### config.mk
export PLATFORM = sky130hd
export DESIGN_NAME = bgp_best_path_select
export DESIGN_NICKNAME = d
export VERILOG_FILES = /design/src/hw/rtl/bgpbps_pkg.sv /design/src/hw/rtl/bgpbps_front.sv /design/src/hw/rtl/bgpbps_queue.sv /design/src/hw/rtl/bgpbps_back.sv /design/src/hw/rtl/bgp_best_path_select.sv
export SDC_FILE = /design/constraint.sdc
export NUM_CORES = 1
export LEC_CHECK = 0
export BUFFER_PORTS_ARGS = -buffer_cell sky130_fd_sc_hd__buf_2
export CORE_AREA = 2 2 227 229
export CTS_CLUSTER_DIAMETER = 40
export DETAILED_ROUTE_END_ITERATION = 8
export DIE_AREA = 0 0 229 231
export GPL_ROUTABILITY_DRIVEN = 0
export MAX_ROUTING_LAYER = met4
export PLACE_DENSITY_LB_ADDON = 0.25
export SLEW_MARGIN = 20
export SYNTH_ARGS = -nofsm -noshare
export SYNTH_HDL_FRONTEND = slang
export SYNTH_SLANG_ARGS = --single-unit
### constraint.sdc
create_clock -name aclk -period 16.5 [get_ports aclk]
set_input_delay 3.3 -clock aclk [delete_from_list [all_inputs] [get_ports aclk]]
set_output_delay 3.3 -clock aclk [all_outputs]
set_load 0.02 [all_outputs]
### src/hw/rtl/bgpbps_pkg.sv
`default_nettype none

package bgpbps_pkg;

    localparam int IDX_W       = 4;
    localparam int QUEUE_DEPTH = 2;
    localparam int QPTR_W      = $clog2(QUEUE_DEPTH);
    localparam int QCNT_W      = $clog2(QUEUE_DEPTH + 1);

    localparam logic [1:0] STAT_SKIP         = 2'd0;
    localparam logic [1:0] STAT_UNRESOLVABLE = 2'd1;
    localparam logic [1:0] STAT_RESOLVABLE   = 2'd2;
    localparam logic [1:0] STAT_WINNER       = 2'd3;

    typedef enum logic [1:0] {
        ACT_IGNORE,
        ACT_WINNER,
        ACT_COMPETE
    } action_t;

    typedef struct packed {
        logic [1:0]  candidate_status;
        logic [31:0] local_preference;
        logic [7:0]  as_path_length;
        logic [1:0]  origin_code;
        logic [31:0] multi_exit_disc;
        logic [31:0] neighbour_as;
        logic        from_internal_peer;
        logic [31:0] igp_metric;
        logic [31:0] peer_router_id;
        logic [31:0] peer_address;
        logic        last_candidate;
    } cand_t;

    typedef struct packed {
        logic             winner_found;
        logic [IDX_W-1:0] winner_index;
        logic             winner_was_incumbent;
    } result_t;

    typedef struct packed {
        action_t          action;
        logic [IDX_W-1:0] index;
        logic             last;
        cand_t            cand;
    } work_t;

endpackage

`default_nettype wire

### src/hw/rtl/bgpbps_front.sv
`default_nettype none

module bgpbps_front #(
    parameter int MAX_CANDIDATES = 16
) (
    input  wire logic               aclk,
    input  wire logic               aresetn,
    input  wire logic               s_valid,
    output logic                    s_ready,
    input  wire bgpbps_pkg::cand_t  s_data,
    output logic                    push_valid,
    input  wire logic               push_ready,
    output bgpbps_pkg::work_t       push_data
);
    import bgpbps_pkg::*;

    localparam int PW = $clog2(MAX_CANDIDATES + 1);

    logic [PW-1:0]       pos_reg;
    logic [PW-1:0]       pos_next;
    logic [PW+IDX_W-1:0] pos_ext;
    logic                in_range;
    logic                accept;

    assign s_ready    = push_ready;
    assign push_valid = s_valid;
    assign accept     = s_valid && push_ready;
    assign in_range   = pos_reg < PW'(MAX_CANDIDATES);
    assign pos_ext    = {{IDX_W{1'b0}}, pos_reg};

    always_comb begin
        push_data       = '0;
        push_data.cand  = s_data;
        push_data.index = pos_ext[IDX_W-1:0];
        push_data.last  = s_data.last_candidate;
        if (!in_range) begin
            push_data.action = ACT_IGNORE;
        end else begin
            unique case (s_data.candidate_status) inside
                STAT_SKIP, STAT_UNRESOLVABLE: push_data.action = ACT_IGNORE;
                STAT_RESOLVABLE:              push_data.action = ACT_COMPETE;
                STAT_WINNER:                  push_data.action = ACT_WINNER;
                default:                      push_data.action = ACT_IGNORE;
            endcase
        end
    end

    always_comb begin
        pos_next = pos_reg;
        if (accept) begin
            if (s_data.last_candidate) begin
                pos_next = '0;
            end else if (in_range) begin
                pos_next = pos_reg + PW'(1);
            end
        end
    end

    always_ff @(posedge aclk) begin
        if (!aresetn) begin
            pos_reg <= '0;
        end else begin
            pos_reg <= pos_next;
        end
    end

endmodule

`default_nettype wire

### src/hw/rtl/bgpbps_queue.sv
`default_nettype none

module bgpbps_queue (
    input  wire logic               aclk,
    input  wire logic               aresetn,
    input  wire logic               push_valid,
    output logic                    push_ready,
    input  wire bgpbps_pkg::work_t  push_data,
    output logic                    pop_valid,
    input  wire logic               pop_ready,
    output bgpbps_pkg::work_t       pop_data
);
    import bgpbps_pkg::*;

    work_t             mem_reg [QUEUE_DEPTH];
    logic [QPTR_W-1:0] wr_ptr_reg;
    logic [QPTR_W-1:0] rd_ptr_reg;
    logic [QCNT_W-1:0] count_reg;
    logic [QCNT_W-1:0] count_next;
    logic              do_push;
    logic              do_pop;

    assign push_ready = count_reg != QCNT_W'(QUEUE_DEPTH);
    assign pop_valid  = count_reg != '0;
    assign pop_data   = mem_reg[rd_ptr_reg];
    assign do_push    = push_valid && push_ready;
    assign do_pop     = pop_valid && pop_ready;

    always_comb begin
        count_next = count_reg;
        if (do_push && !do_pop) begin
            count_next = count_reg + QCNT_W'(1);
        end else if (!do_push && do_pop) begin
            count_next = count_reg - QCNT_W'(1);
        end
    end

    always_ff @(posedge aclk) begin
        if (!aresetn) begin
            wr_ptr_reg <= '0;
            rd_ptr_reg <= '0;
            count_reg  <= '0;
        end else begin
            count_reg <= count_next;
            if (do_push) begin
                wr_ptr_reg <= wr_ptr_reg + QPTR_W'(1);
            end
            if (do_pop) begin
                rd_ptr_reg <= rd_ptr_reg + QPTR_W'(1);
            end
        end
    end

    always_ff @(posedge aclk) begin
        if (do_push) begin
            mem_reg[wr_ptr_reg] <= push_data;
        end
    end

endmodule

`default_nettype wire

### src/hw/rtl/bgpbps_back.sv
`default_nettype none

module bgpbps_back (
    input  wire logic               aclk,
    input  wire logic               aresetn,
    input  wire logic               pop_valid,
    output logic                    pop_ready,
    input  wire bgpbps_pkg::work_t  pop_data,
    output logic                    m_valid,
    input  wire logic               m_ready,
    output bgpbps_pkg::result_t     m_data
);
    import bgpbps_pkg::*;

    logic             have_best_reg;
    logic             have_best_next;
    logic             locked_reg;
    logic             locked_next;
    logic [IDX_W-1:0] best_idx_reg;
    logic [IDX_W-1:0] best_idx_next;
    cand_t            best_reg;
    cand_t            best_next;
    logic             m_valid_reg;
    logic             m_valid_next;
    result_t          m_data_reg;
    result_t          m_data_next;
    logic             pop;
    logic             beats;
    logic             take;
    logic             have_upd;
    logic             locked_upd;
    logic [IDX_W-1:0] idx_upd;
    cand_t            c;

    assign c         = pop_data.cand;
    assign pop_ready = !pop_data.last || !m_valid_reg || m_ready;
    assign pop       = pop_valid && pop_ready;
    assign m_valid   = m_valid_reg;
    assign m_data    = m_data_reg;

    always_comb begin
        beats = 1'b0;
        if (c.local_preference != best_reg.local_preference) begin
            beats = c.local_preference > best_reg.local_preference;
        end else if (c.as_path_length != best_reg.as_path_length) begin
            beats = c.as_path_length < best_reg.as_path_length;
        end else if (c.origin_code != best_reg.origin_code) begin
            beats = c.origin_code < best_reg.origin_code;
        end else if (c.neighbour_as == best_reg.neighbour_as
                     && c.multi_exit_disc != best_reg.multi_exit_disc) begin
            beats = c.multi_exit_disc < best_reg.multi_exit_disc;
        end else if (c.from_internal_peer != best_reg.from_internal_peer) begin
            beats = !c.from_internal_peer;
        end else if (c.igp_metric != best_reg.igp_metric) begin
            beats = c.igp_metric < best_reg.igp_metric;
        end else if (c.peer_router_id != best_reg.peer_router_id) begin
            beats = c.peer_router_id < best_reg.peer_router_id;
        end else if (c.peer_address != best_reg.peer_address) begin
            beats = c.peer_address < best_reg.peer_address;
        end
    end

    always_comb begin
        unique case (pop_data.action)
            ACT_WINNER:  take = !locked_reg;
            ACT_COMPETE: take = !locked_reg && (!have_best_reg || beats);
            ACT_IGNORE:  take = 1'b0;
            default:     take = 1'b0;
        endcase
    end

    always_comb begin
        have_upd   = have_best_reg;
        locked_upd = locked_reg;
        idx_upd    = best_idx_reg;
        best_next  = best_reg;
        if (pop && take) begin
            have_upd  = 1'b1;
            idx_upd   = pop_data.index;
            best_next = c;
            if (pop_data.action == ACT_WINNER) begin
                locked_upd = 1'b1;
            end
        end

        m_data_next                      = m_data_reg;
        m_valid_next                     = m_valid_reg && !m_ready;
        have_best_next                   = have_upd;
        locked_next                      = locked_upd;
        best_idx_next                    = idx_upd;
        if (pop && pop_data.last) begin
            m_valid_next                     = 1'b1;
            m_data_next.winner_found         = have_upd;
            m_data_next.winner_index         = have_upd ? idx_upd : '0;
            m_data_next.winner_was_incumbent = have_upd && locked_upd;
            have_best_next                   = 1'b0;
            locked_next                      = 1'b0;
            best_idx_next                    = '0;
        end
    end

    always_ff @(posedge aclk) begin
        if (!aresetn) begin
            have_best_reg <= 1'b0;
            locked_reg    <= 1'b0;
            best_idx_reg  <= '0;
            m_valid_reg   <= 1'b0;
        end else begin
            have_best_reg <= have_best_next;
            locked_reg    <= locked_next;
            best_idx_reg  <= best_idx_next;
            m_valid_reg   <= m_valid_next;
        end
    end

    always_ff @(posedge aclk) begin
        best_reg   <= best_next;
        m_data_reg <= m_data_next;
    end

endmodule

`default_nettype wire

### src/hw/rtl/bgp_best_path_select.sv
// A last candidate is registered in the queue, then its result in m_data_reg.
// Throughput: one candidate and one compare per cycle unless a result is stalled.
// A 2-entry queue separates the classify stage from the compare stage.
// Reset: synchronous, active low; clears the queue, run counter and held best.
`default_nettype none

module bgp_best_path_select #(
    parameter int MAX_CANDIDATES = 16
) (
    input  wire logic                 aclk,
    input  wire logic                 aresetn,
    input  wire logic                 s_valid,
    output logic                      s_ready,
    input  wire bgpbps_pkg::cand_t    s_data,
    output logic                      m_valid,
    input  wire logic                 m_ready,
    output bgpbps_pkg::result_t       m_data
);
    import bgpbps_pkg::*;

    logic  push_valid;
    logic  push_ready;
    work_t push_data;
    logic  pop_valid;
    logic  pop_ready;
    work_t pop_data;

    bgpbps_front #(
        .MAX_CANDIDATES(MAX_CANDIDATES)
    ) u_front (
        .aclk       (aclk),
        .aresetn    (aresetn),
        .s_valid    (s_valid),
        .s_ready    (s_ready),
        .s_data     (s_data),
        .push_valid (push_valid),
        .push_ready (push_ready),
        .push_data  (push_data)
    );

    bgpbps_queue u_queue (
        .aclk       (aclk),
        .aresetn    (aresetn),
        .push_valid (push_valid),
        .push_ready (push_ready),
        .push_data  (push_data),
        .pop_valid  (pop_valid),
        .pop_ready  (pop_ready),
        .pop_data   (pop_data)
    );

    bgpbps_back u_back (
        .aclk      (aclk),
        .aresetn   (aresetn),
        .pop_valid (pop_valid),
        .pop_ready (pop_ready),
        .pop_data  (pop_data),
        .m_valid   (m_valid),
        .m_ready   (m_ready),
        .m_data    (m_data)
    );

endmodule

`default_nettype wire

==> results of run 1 <==
## final cells by class
| type | instances | area, µm² |
|---|---|---|
| sequential | 646 | 19200 |
| multi-input combinational | 769 | 7000 |
| clock buffer | 105 | 2450 |
| inverter | 179 | 672 |
| timing repair buffer | 226 | 1200 |
| fill | 3693 | 18400 |
| tap | 680 | 851 |
| antenna | 9 | 22.5 |
| clock inverter | 71 | 882 |
## stage by stage
stage | setup WS [ns] | power [mW] | hold WS [ns]
CTS | 8.36 | 5.59 | 0.525
finish | 8.51 | 5.52 | 0.519
floorplan | 3.54 | 3.24 | 0.456
detailed placement | 8.40 | 3.50 | 0.517
global placement | 8.48 | 3.45 | 0.491
global route | 7.97 | 5.82 | 0.552
## logic make-up after synthesis
logic type	share of synthesized area (%)
buffers and inverters	2.99
xor gates and xnor gates	1.13
AOI/OAI and AO/OA	3.87
muxes	8.84
adders and majority gates	8.06
DFF	71.2
and+or+nand+nor	3.93
## path summary, 6_finish.rpt
| kind | start | to | slack, ns | depth (start not counted) |
|---|---|---|---|---|
| setup reg to reg | register | u_back.best_reg[135]$_DFFE_PP_ | 8.51 | 14 |
| setup / recovery | register | u_back.best_reg[135]$_DFFE_PP_ | 8.51 | 14 |
| hold / removal | u_queue.count_reg[1]$_SDFFE_PN0P_ | u_queue.count_reg[1]$_SDFFE_PN0P_ | 0.52 | 2 |
| hold reg to reg | u_queue.count_reg[1]$_SDFFE_PN0P_ | u_queue.count_reg[1]$_SDFFE_PN0P_ | 0.52 | 2 |
## critical path, stage by stage, from the launching register on
cell                      delay, ns
sky130_fd_sc_hd__dfxtp_4       0.74
sky130_fd_sc_hd__buf_4         0.74
sky130_fd_sc_hd__buf_4         0.76
sky130_fd_sc_hd__mux2_2        0.43
sky130_fd_sc_hd__ha_1          0.32
sky130_fd_sc_hd__nand4_1       0.16
sky130_fd_sc_hd__nor4_1        0.51
sky130_fd_sc_hd__nand3_1       0.23
sky130_fd_sc_hd__or4_1         0.46
sky130_fd_sc_hd__o41ai_2       0.25
sky130_fd_sc_hd__o31ai_2       0.10
sky130_fd_sc_hd__buf_4         0.23
sky130_fd_sc_hd__nand2_4       0.65
sky130_fd_sc_hd__buf_4         0.89
sky130_fd_sc_hd__buf_4         0.88
## Yosys cell counts (all sizes together) (4+ instances only)
master / count / area, µm²
o21a: 4 / 30.0
nand2: 41 / 154
nor3: 12 / 60.1
o211ai: 8 / 60.1
and2: 8 / 50.1
and3b: 5 / 43.8
nand3b: 4 / 30.0
mux2i: 12 / 120
o21ai: 30 / 150
a21boi: 4 / 30.0
a21oi: 62 / 310
ha: 174 / 2180
edfxtp: 629 / 18900
clkbuf: 18 / 67.6
a211oi: 8 / 65.1
mux2: 196 / 2270
dfxtp: 17 / 340
nand4: 31 / 194
xor2: 33 / 289
nand3: 18 / 95.1
nand2b: 7 / 43.8
inv: 179 / 672
a31oi: 6 / 37.5
nor2b: 17 / 106
a221oi: 7 / 86.3
buf: 9 / 68.8
a21o: 11 / 82.6
nor2: 27 / 101
nor4: 14 / 109
## layer usage
layer,GRT usage [%],vias up,wire length [µm]
met5,-,-,0
li1,-,6805,-
met2,32.1,263,24800
met3,3.99,80,2360
met4,7.59,0,1190
met1,24.4,6855,21600
## where the power goes
| group | internal [mW] | switching, mW | total, mW |
|---|---|---|---|
| combinational | 0.502 | 0.700 | 1.20 |
| clock | 1.31 | 0.756 | 2.07 |
| sequential | 2.17 | 0.0819 | 2.25 |
| total | 3.99 | 1.54 | 5.52 |
## cells in the final DEF, fill, tap and decap left out, types with 9 or more instances in the layout
cell / n
sky130_fd_sc_hd__nor4_1: 12
sky130_fd_sc_hd__buf_2: 217
sky130_fd_sc_hd__nor3_1: 12
sky130_fd_sc_hd__clkbuf_16: 96
sky130_fd_sc_hd__a21o_1: 11
sky130_fd_sc_hd__nand4_1: 31
sky130_fd_sc_hd__diode_2: 9
sky130_fd_sc_hd__inv_6: 18
sky130_fd_sc_hd__nand2_1: 40
sky130_fd_sc_hd__a21oi_1: 62
sky130_fd_sc_hd__dfxtp_1: 16
sky130_fd_sc_hd__o21ai_0: 29
sky130_fd_sc_hd__clkinv_4: 14
sky130_fd_sc_hd__clkinvlp_4: 10
sky130_fd_sc_hd__ha_1: 174
sky130_fd_sc_hd__xor2_1: 33
sky130_fd_sc_hd__nor2_1: 26
sky130_fd_sc_hd__inv_1: 179
sky130_fd_sc_hd__mux2_4: 16
sky130_fd_sc_hd__mux2_2: 173
sky130_fd_sc_hd__mux2i_1: 12
sky130_fd_sc_hd__nand3_1: 17
sky130_fd_sc_hd__nor2b_1: 17
sky130_fd_sc_hd__bufinv_16: 14
sky130_fd_sc_hd__edfxtp_1: 629
==> reports/results.md, run 1 <==
| Quantity | This run | Unit |
|:---|:---|:---|
| Final number of hold-violating endpoints | 0 | - |
| Clk slew on worst S/H paths | 0.06 | ns |
| Fraction of final layout cells with drive strength greater than 1 | 29.8 | % |
| Area of the placeable core | 50700 | µm² |
| Portion of the post-synthesis area used by sequential elements | 71.2 | % |
| Highest ir drop seen on vdd | 0.117 | mV |
| Fmax | 125 | MHz |
| Number of max-capacitance violations reported | 0 | - |
| Port Buf Inserts | 217 | - |
| Cell count after placement | 2499 | - |
| Global-route total usage across every layer | 19.7 | % |
| Headroom to the max-slew limit | 31.4 | % |
| Ratio of final minimum period to clock period | 48.4 | % |
| Unrepaired setup endpoints after global routing | no | - |
| DPL Wire Length | 32200 | µm |
| Maximum number of pins on one net before global-route repair | 183 | - |
| Post-synthesis to final-layout area growth | 19.6 | % |
| Final setup fails | 0 | - |
| Overall die area | 52900 | µm² |
| Number of slew-limit violations in the final report | 0 | - |
| Startpoint kind of the worst setup timing path | register | - |
| Synthesized area per cell | 16.7 | µm² |
| Initial core utilization | 53.3 | % |
| Final design utilization | 63.7 | % |
| Net count after synthesis | 2005 | - |
| Fin Setup TNS | 0 | ns |
| Synthesis-stage register bit count | 646 | - |
| Data required time of the worst path | 16.73 | ns |
| Post-route design area | 32300 | µm² |
| Total via count in the routed design | 14003 | - |
| Wire length after detailed routing | 50000 | µm |
| Cells after synthesis | 1621 | - |
| Per-cell via count in the routed design | 5.22 | - |
| Worst EP arrival | 8.22 | ns |
| Detailed-route DRC error count | 0 | - |
| Fin cells | 2685 | - |
| TritonCTS clock tree | yes | - |
| DR pass1 iterations | 5 | - |
| Post-Route Skew | 0.0262 | ns |
| Syn Std Cell Area | 27000 | µm² |
| Async SR Flop Fraction | 0 | % |
| Count of nets after finishing | 2300 | - |
| Number of enable flip-flop cells after synthesis | 629 | - |
| Final critical delay including setup and external delays | 7.99 | ns |
| Most common flop cell mapped by yosys | sky130_fd_sc_hd__edfxtp_1 | - |
| Outcome | finished clean | - |
| Post-CTS setup buffer count | 0 | - |
| Routed WL per cell | 18.6 | µm |
| Placed cell area | 28900 | µm² |
| Residual antenna-violating net count after detailed routing | 0 | - |
| Hold-fix buffer count after cts | 0 | - |
| X dimension of the die | 229 | µm |
| Largest register FFs | 420 | - |
| Number of primary I/O pins | 218 | - |
| Floorplan die height | 231 | µm |
| Class of the most critical hold timing path | reg -> reg | - |
| TritonCTS sink count | 646 | - |
| Pwr Density | 171 | nW/µm² |
| Max Buffers Root-to-Sink | 3 | - |
| Critical path fanouts, max | 73 | - |
| Critical path class | reg -> reg | - |
| Resized Gates After CTS | 0 | - |
| Type of element capturing the critical path | register | - |
| Synth cell types | 60 | - |
| Num CTS Buffers | 94 | - |
| GRT overflow | 0 | - |
| Clock tree root buffer cell | sky130_fd_sc_hd__clkbuf_16 | - |
| Leakage dissipation | 12.4 | nW |
| Actual slew at the worst max-slew pin | 1.03 | ns |
| Antenna violations before repair | 10 | - |
| CTS H-tree depth | 3 | - |
| Std cell rows | 83 | - |
| Number of global-route vias before repair | 14687 | - |
| Wire length of the first global-routing pass | 78500 | µm |
| Synth warn | 0 | - |
| Worst-skew pair later-pin latency | 0.62 | ns |
| Number of DRC markers in iteration 0 | 940 | - |
No activity file was read; power rests on OpenSTA's default activity.
==> run 2, diff against run 1 <==
ABC_AREA = 1   (was unset)
CORE_AREA = 2 2 228 230   (was 2 2 227 229)
DIE_AREA = 0 0 230 232   (was 0 0 229 231)
clock period = 7.9 ns   (was 16.5 ns; I/O delays follow)
==> run 2 against run 1 <==
Net effect:
- worst setup slack worse by 6.3 ns
- clock skew is 0.0041 ns lower
- die area increased by 0.87%
- sequential share of layout area is 0.36 points lower
==> reports/results.md, run 2 <==
| Quantity | This run | Unit | vs previous |
|:---|:---|:---|:---|
| Initial core utilization | 53.7 | % | +0.41 points |
| Startpoint of the lowest-slack hold path | u_queue.rd_ptr_reg$_SDFFE_PN0P_ | - |  |
| Wire length of the first global-routing pass | 84700 | µm | +8.0% |
| Ratio of final minimum period to clock period | 71.7 | % | +23 points |
| Switching power | 4.15 | mW | +170% |
| Synth cell types | 31 | - | -48% |
| Mux contribution to synthesized area | 0.146 | % | -8.7 points |
| List of most frequent post-synthesis cells | sky130_fd_sc_hd__nand2_1, sky130_fd_sc_hd__edfxtp_1, sky130_fd_sc_hd__inv_1, sky130_fd_sc_hd__ha_1 | - |  |
| Final critical delay including setup and external delays | 5.67 | ns | -2.33 ns |
| Most used standard cell by instance count after synthesis | sky130_fd_sc_hd__nand2_1 | - |  |
| Routed WL per cell | 16.0 | µm | -14% |
| Count of nets after finishing | 2943 | - | +28% |
| DR pass1 iterations | 5 | - | unchanged |
| Unrepaired setup endpoints after global routing | no | - |  |
| Async SR Flop Fraction | 0 | % | unchanged |
| GRT overflow | 0 | - | unchanged |
| Number of cells traversed by the worst register-to-register path | 25 | - | +11 |
| Clk slew on worst S/H paths | 0.05 | ns | about the same |
| Number of enable flip-flop cells after synthesis | 629 | - | unchanged |
| Worst EP arrival | 5.91 | ns | -2.31 ns |
| Storage element area | 19200 | µm² | unchanged |
| Post-synthesis to final-layout area growth | 18.9 | % |  |
| Data required time of the worst path | 8.14 | ns | -8.59 ns |
| Total via count in the routed design | 16509 | - | +18% |
| Proportion of power drawn by flip-flops and latches | 40.3 | % | -0.5 points |
| Worst-skew pair later-pin latency | 0.62 | ns | about the same |
| Yosys top cell by area | sky130_fd_sc_hd__edfxtp_1 | - |  |
| XOR/XNOR Fraction of Synth Area | 0.384 | % | -0.75 points |
| Std cell rows | 83 | - | unchanged |
| Clock tree root buffer cell | sky130_fd_sc_hd__clkbuf_16 | - |  |
| Outcome | finished clean | - |  |
| Synth warn | 0 | - | unchanged |
| Wire length after detailed routing | 53100 | µm | +6.2% |
| Resized Gates After CTS | 0 | - | unchanged |
| Number of primary I/O pins | 218 | - | unchanged |
| Global-route total usage across every layer | 20.9 | % | +1.2 points |
| Floorplan die height | 232 | µm | +0.43% |
| Main combinational cell family by area after synthesis | simple AND/OR/NAND/NOR gates | - |  |
| Actual slew at the worst max-slew pin | 0.866 | ns | -0.163 ns |
| Fraction of synthesized cell area taken by the top area cell type | 69.1 | % | -0.82 points |
| X dimension of the die | 230 | µm | +0.44% |
| Pwr Density | 388 | nW/µm² | +130% |
| Area of the placeable core | 50900 | µm² | +0.41% |
| Maximum number of pins on one net before global-route repair | 137 | - | -25% |
| Worst hold path cell count | 1 | - | -1 |
| Leakage dissipation | 13.9 | nW | +12% |
| Reg2Reg Capture Point | u_back.best_reg[11]$_DFFE_PP_ | - |  |
| Number of filler instances in the final layout | 3894 | - | +5.4% |
| Residual antenna-violating net count after detailed routing | 0 | - | unchanged |
| Final setup fails | 0 | - | unchanged |
| Power share of the clock group | 32.5 | % | -4.9 points |
| Most frequent cells in the layout | sky130_fd_sc_hd__nand2_1, sky130_fd_sc_hd__edfxtp_1, sky130_fd_sc_hd__inv_1 | - |  |
| Most common library cell in the layout ignoring fill and taps | sky130_fd_sc_hd__nand2_1 | - |  |
| Multi-input combinational cell area | 6960 | µm² | -0.54% |
| Overall die area | 53400 | µm² | +0.87% |
| Largest register FFs | 420 | - | unchanged |
| Switching share of total power | 33.0 | % | +5.1 points |
| Critical path class | reg -> reg | - |  |
| Num CTS Buffers | 92 | - | -2.1% |
| Type of element capturing the critical path | register | - |  |
| Complex-gate fraction of the synthesized area | 3.01 | % | -0.86 points |
| Highest ir drop seen on vdd | 0.267 | mV | +130% |
| Adder and majority gate portion of the synthesized area | 7.96 | % | -0.095 points |
| R2R setup slack | 2.23 | ns | -6.27 ns |
| Port Buf Inserts | 217 | - | unchanged |
| Antenna violations before repair | 15 | - | +5 |
| Number of slew-limit violations in the final report | 0 | - | unchanged |
| Area contributors post-synth | sky130_fd_sc_hd__edfxtp_1, sky130_fd_sc_hd__nand2_1, sky130_fd_sc_hd__ha_1, sky130_fd_sc_hd__inv_1, sky130_fd_sc_hd__a21oi_1 | - |  |
| Portion of the post-synthesis area used by sequential elements | 70.3 | % | -0.84 points |
| Max Buffers Root-to-Sink | 3 | - | unchanged |
| Number of DRC markers in iteration 0 | 994 | - | +5.7% |
| Startpoint kind of the worst setup timing path | register | - |  |
| Most common flop cell mapped by yosys | sky130_fd_sc_hd__edfxtp_1 | - |  |
| Post-Route Skew | 0.0221 | ns | -0.00413 ns |
| Fin Setup TNS | 0 | ns | unchanged |
| Synthesis-stage register bit count | 646 | - | unchanged |
| Fraction of final layout cells with drive strength greater than 1 | 15.6 | % | -14 points |
| Hold-fix buffer count after cts | 0 | - | unchanged |
| Post-CTS setup buffer count | 0 | - | unchanged |
| Net count after synthesis | 2659 | - | +33% |
| Class of the most critical hold timing path | reg -> reg | - |  |
| Number of max-capacitance violations reported | 0 | - | unchanged |
| TritonCTS sink count | 646 | - | unchanged |
| Fmax | 177 | MHz | +41% |
| Detailed-route DRC error count | 0 | - | unchanged |
| Per-cell via count in the routed design | 4.96 | - | -4.9% |
| Syn Std Cell Area | 27300 | µm² | +1.2% |
| Number of global-route vias before repair | 16659 | - | +13% |
| CTS H-tree depth | 3 | - | unchanged |
| Internal power | 8.44 | mW | +110% |
| TritonCTS clock tree | yes | - |  |
| Hold slack | 0.460 | ns | -0.0588 ns |
| Relative contribution of combinational cells to total power | 27.2 | % | +5.4 points |
| Share of synthesized cell area in and, or, nand and nor gates | 13.9 | % | +9.9 points |
| Critical path fanouts, max | 101 | - | +38% |
| DPL Wire Length | 34100 | µm | +5.9% |
| Synthesized area per cell | 12.0 | µm² | -28% |
| Final number of hold-violating endpoints | 0 | - | unchanged |
| Cells after synthesis | 2275 | - | +40% |
| Headroom to the max-slew limit | 42.3 | % | +11 points |
==> run 2: worst max-delay path by stage <==
stage / from / end / slack [ns] / depth (start not counted)
2_1_floorplan: s_valid / u_queue.mem_reg[1][100]$_DFFE_PP_ / 0.26 / 2
3_3_place_gp: register / u_back.best_reg[64]$_DFFE_PP_ / 2.14 / 24
3_5_place_dp: register / u_back.best_reg[56]$_DFFE_PP_ / 2.06 / 24
4_1_cts: register / u_back.best_reg[136]$_DFFE_PP_ / 2.03 / 22
5_1_grt: register / u_back.best_reg[12]$_DFFE_PP_ / 1.60 / 23
6_report: register / u_back.best_reg[11]$_DFFE_PP_ / 2.23 / 25
==> run 2: cell families after synthesis <==
kind of cell	Yosys count
fa+ha+maj	174
xor+xnor	12
mux	4
simple gates	974
compound gates	155
flops	646
buf+inv	310
==> run 2: routing by layer <==
metal,up-vias,routed length [µm],GRT usage [%]
met3,76,3200,4.81
met2,330,25500,33.7
met1,7797,23400,26.4
met5,-,0,-
li1,8306,-,-
met4,0,1000,6.59
==> run 2: power groups by stage <==
| stage | Clock [mW] | Sequential (mW) | Combinational, mW |
|---|---|---|---|
| after detailed placement | 0 | 5.15 | 3.43 |
| after CTS | 4.18 | 5.09 | 3.46 |
| final | 4.10 | 5.07 | 3.43 |
| after floorplan | 0 | 5.17 | 2.48 |
| after global routing | 4.33 | 5.14 | 4.01 |
| after global placement | 0 | 5.12 | 3.30 |
==> run 2: worst max-delay path, cell delays in order, from the launching register on <==
cell	delay [ns]
sky130_fd_sc_hd__dfxtp_4	0.88
sky130_fd_sc_hd__inv_6	0.47
sky130_fd_sc_hd__buf_4	0.41
sky130_fd_sc_hd__nand2_1	0.09
sky130_fd_sc_hd__nand2_1	0.06
sky130_fd_sc_hd__ha_1	0.31
sky130_fd_sc_hd__a21o_1	0.19
sky130_fd_sc_hd__nor2_1	0.12
sky130_fd_sc_hd__nand2_1	0.08
sky130_fd_sc_hd__nand2_1	0.05
sky130_fd_sc_hd__nand2_1	0.12
sky130_fd_sc_hd__nor2_1	0.11
sky130_fd_sc_hd__nand2_1	0.06
sky130_fd_sc_hd__nand2_1	0.08
sky130_fd_sc_hd__nand2_1	0.05
sky130_fd_sc_hd__nand2_1	0.08
sky130_fd_sc_hd__nand2_1	0.06
sky130_fd_sc_hd__nand2_1	0.10
sky130_fd_sc_hd__nand2_1	0.06
sky130_fd_sc_hd__nand2_1	0.07
sky130_fd_sc_hd__nand2_1	0.06
sky130_fd_sc_hd__nand2_1	0.07
sky130_fd_sc_hd__nand2_2	0.13
sky130_fd_sc_hd__nand2_8	0.41
sky130_fd_sc_hd__buf_16	0.37
sky130_fd_sc_hd__buf_4	0.56
==> run 2: layout make-up <==
class / instances / share of cell area, %
Sequential cell: 646 / 59.2
Multi-Input combinational cell: 1319 / 21.4
Clock buffer: 96 / 7.20
Timing Repair Buffer: 235 / 3.98
Inverter: 265 / 3.08
Tap cell: 680 / 2.62
Clock inverter: 72 / 2.42
Antenna cell: 14 / 0.108
==> run 2: stage by stage <==
stage	setup WS [ns]	cell area [µm²]	utilization, %	cells	power [mW]
after floorplan	0.258	27300	-	2275	7.65
after global placement	2.14	29300	57.5	3142	8.42
after detailed placement	2.06	29300	57.5	3142	8.57
after CTS	2.03	32400	63.6	3310	12.7
after global routing	1.60	32500	63.9	3325	13.5
final	2.23	32500	63.9	3327	12.6
==> run 3, diff against run 2 <==
clock period = 5.6 ns   (was 7.9 ns; I/O delays follow)
==> run 3 against run 2 <==
Net effect:
- first-iteration DRC count up 0.91%
- critical endpoint is now u_back.best_reg[16]$_DFFE_PP_
- total power increased by 41%
- register-to-register slack got worse by 1.1 ns
- largest power group unchanged
- sequential share of layout area rose by 0.14 points
- worst hold slack better by 0.025 ns
- largest cell class unchanged
- final cell count down 0.18%
- clock power grew 38%
- highest routed layer unchanged
- count of clock-buffer cells in the layout increased by 7
- non-clock buffer count shrank 1
- via count increased by 0.58%
==> reports/results.md, run 3 (synthesis results as in run 2) <==
| Quantity | This run | Unit | vs previous |
|:---|:---|:---|:---|
| Outcome | finished clean | - |  |
| Port Buf Inserts | 217 | - | unchanged |
| Global-route total usage across every layer | 21.2 | % | +0.35 points |
| Cells traversed along the worst timing path | inv_6, buf_12, nand2_1, nand2_1, ha_1, nand2_1, inv_1, nand3_1, nor2_1, nand2_1, nor2_1, nor2_1, nand3_1, nor2_1, nor2_1, nand2_1, nand2_1, nand2_1, nand2_1, nand2_1, nand2_1, nand2_2, nand2_8, buf_12 | - |  |
| Unrepaired setup endpoints after global routing | no | - |  |
| Post-route worst setup slack | 1.16 | ns | -1.08 ns |
| Largest register FFs | 420 | - | unchanged |
| Most repeated library cell on the critical path | sky130_fd_sc_hd__nand2_1 | - |  |
| Fin Setup TNS | 0 | ns | unchanged |
| Number of max-capacitance violations reported | 0 | - | unchanged |
| Worst setup slack after placement | 1.10 | ns | -0.960 ns |
| Most frequent cells in the layout | sky130_fd_sc_hd__nand2_1, sky130_fd_sc_hd__edfxtp_1, sky130_fd_sc_hd__inv_1 | - |  |
| GRT overflow | 0 | - | unchanged |
| Worst-skew pair later-pin latency | 0.64 | ns | +0.02 ns |
| TritonCTS clock tree | yes | - |  |
| Worst Hold End | u_back.locked_reg$_SDFF_PP0_ | - |  |
| Number of primary I/O pins | 218 | - | unchanged |
| DR pass1 iterations | 5 | - | unchanged |
| Overall die area | 53400 | µm² | unchanged |
| Std cell rows | 83 | - | unchanged |
| Type of element capturing the critical path | register | - |  |
| Overall power of the completed layout | 17.7 | mW | +41% |
| Highest ir drop seen on vdd | 0.407 | mV | +52% |
| Startpoint of the lowest-slack hold path | u_back.locked_reg$_SDFF_PP0_ | - |  |
| Final number of hold-violating endpoints | 0 | - | unchanged |
| Num CTS Buffers | 89 | - | -3.3% |
| CTS H-tree depth | 3 | - | unchanged |
| Actual slew at the worst max-slew pin | 0.915 | ns | +0.0493 ns |
| Routed WL per cell | 16.2 | µm | +1.3% |
| Fraction of final layout cells with drive strength greater than 1 | 15.4 | % | -0.24 points |
| Data required time of the worst path | 5.87 | ns | -2.27 ns |
| DPL Wire Length | 34300 | µm | +0.79% |
| Reg2Reg Capture Point | u_back.best_reg[16]$_DFFE_PP_ | - |  |
| Startpoint kind of the worst setup timing path | register | - |  |
| Initial core utilization | 53.7 | % | unchanged |
| Detailed-route DRC error count | 0 | - | unchanged |
| Leakage dissipation | 13.9 | nW | -0.20% |
| Final setup fails | 0 | - | unchanged |
| Resized Gates After CTS | 0 | - | unchanged |
| Clk slew on worst S/H paths | 0.06 | ns | about the same |
| Maximum number of pins on one net before global-route repair | 146 | - | +6.6% |
| Pwr Density | 546 | nW/µm² | +41% |
| Number of global-route vias before repair | 17441 | - | +4.7% |
| Cell count after placement | 3144 | - | +0.064% |
| Post-Route Skew | 0.0232 | ns | +0.00113 ns |
| Placed cell area | 29300 | µm² | +0.22% |
| Worst hold path cell count | 2 | - | +1 |
| Class of the most critical hold timing path | reg -> reg | - |  |
| Headroom to the max-slew limit | 39.0 | % | -3.3 points |
| Wire length after detailed routing | 53700 | µm | +1.2% |
| Fmax | 225 | MHz | +28% |
| Final critical delay including setup and external delays | 4.44 | ns | -1.22 ns |
| CP max stage delay | 0.46 | ns | -0.42 ns |
| Post-CTS setup buffer count | 0 | - | unchanged |
| CP max-delay cell | sky130_fd_sc_hd__buf_12 | - |  |
| Critical path class | reg -> reg | - |  |
| TritonCTS sink count | 646 | - | unchanged |
| Residual antenna-violating net count after detailed routing | 0 | - | unchanged |
| Number of filler instances in the final layout | 3908 | - | +0.36% |
| Hold-fix buffer count after cts | 0 | - | unchanged |
| Clock tree root buffer cell | sky130_fd_sc_hd__clkbuf_16 | - |  |
| Floorplan die height | 232 | µm | unchanged |
| Number of cells traversed by the worst register-to-register path | 24 | - | -4.0% |
| Count of nets after finishing | 2939 | - | -0.14% |
| Fin cells | 3321 | - | -0.18% |
| Post-synthesis to final-layout area growth | 18.6 | % |  |
| Antenna violations before repair | 13 | - | -2 |
| R2R setup slack | 1.16 | ns | -1.08 ns |
| Total via count in the routed design | 16604 | - | +0.58% |
| Post-route design area | 32400 | µm² | -0.24% |
| Ratio of final minimum period to clock period | 79.3 | % | +7.6 points |
| Number of slew-limit violations in the final report | 0 | - | unchanged |
| Per-cell via count in the routed design | 5.00 | - | +0.76% |
| Number of DRC markers in iteration 0 | 1003 | - | +0.91% |
| Area of the placeable core | 50900 | µm² | unchanged |
| Critical path fanouts, max | 81 | - | -20% |
| Max Buffers Root-to-Sink | 3 | - | unchanged |
| Most common library cell in the layout ignoring fill and taps | sky130_fd_sc_hd__nand2_1 | - |  |
| X dimension of the die | 230 | µm | unchanged |
| Worst EP arrival | 4.71 | ns | -1.20 ns |
| Wire length of the first global-routing pass | 86000 | µm | +1.5% |
-- run 3: changes by cell type in the layout (fill, tap and decap cells not counted), sizes merged, moves of 2 or more --
cell / delta
clkbuf: +7
diode: -2
inv: -4
clkinv: -2
clkinvlp: -3
-- run 3: stage by stage --
step                      util (%)  hold slack (ns)
final                         63.7            0.485
after global routing          63.7            0.525
after floorplan                  -            0.425
after CTS                     63.6            0.489
after detailed placement      57.6            0.456
after global placement        57.6            0.434
-- run 3: how the worst max path moves through the flow --
stage                         from                                end  slack (ns)
after floorplan            s_valid  u_queue.mem_reg[1][100]$_DFFE_PP_       -1.58
after CTS                 register     u_back.best_reg[157]$_DFFE_PP_        1.02
after global routing      register      u_back.best_reg[45]$_DFFE_PP_        0.72
after detailed placement  register     u_back.best_reg[154]$_DFFE_PP_        1.10
final                     register      u_back.best_reg[16]$_DFFE_PP_        1.16
after global placement    register     u_back.best_reg[126]$_DFFE_PP_        1.20
-- run 3: cell type report --
type | instances | area [µm²] | area share [%]
clock inverter | 62 | 729 | 2.25
multi-input combinational | 1319 | 6960 | 21.5
timing repair buffer | 234 | 1280 | 3.94
clock buffer | 103 | 2340 | 7.22
tap | 680 | 851 | 2.62
sequential | 646 | 19200 | 59.3
antenna | 12 | 30.0 | 0.0926
inverter | 265 | 1000 | 3.08
-- run 3: where the power goes --
part           switching [mW]  leakage (nW)  internal, mW
clock network            2.21          1.49          3.46
registers               0.270          5.98          6.81
logic                    3.38          6.45          1.58
total                    5.87          13.9          11.8
-- run 3: per-layer routing --
| metal | wire length, µm | global-route usage [%] |
|---|---|---|
| met1 | 22900 | 25.0 |
| met2 | 26600 | 36.1 |
| met3 | 2990 | 4.72 |
| met4 | 1220 | 7.28 |
| met5 | 0 | - |
-- run 3: worst max-delay path: cells and delay by family (launching register included) --
kind / cells / cell delay [ns]
AND/OR/NAND/NOR: 19 / 2.22
buffers and inverters: 4 / 1.24
flip-flops: 1 / 0.37
adder cells (fa/ha/maj): 1 / 0.17
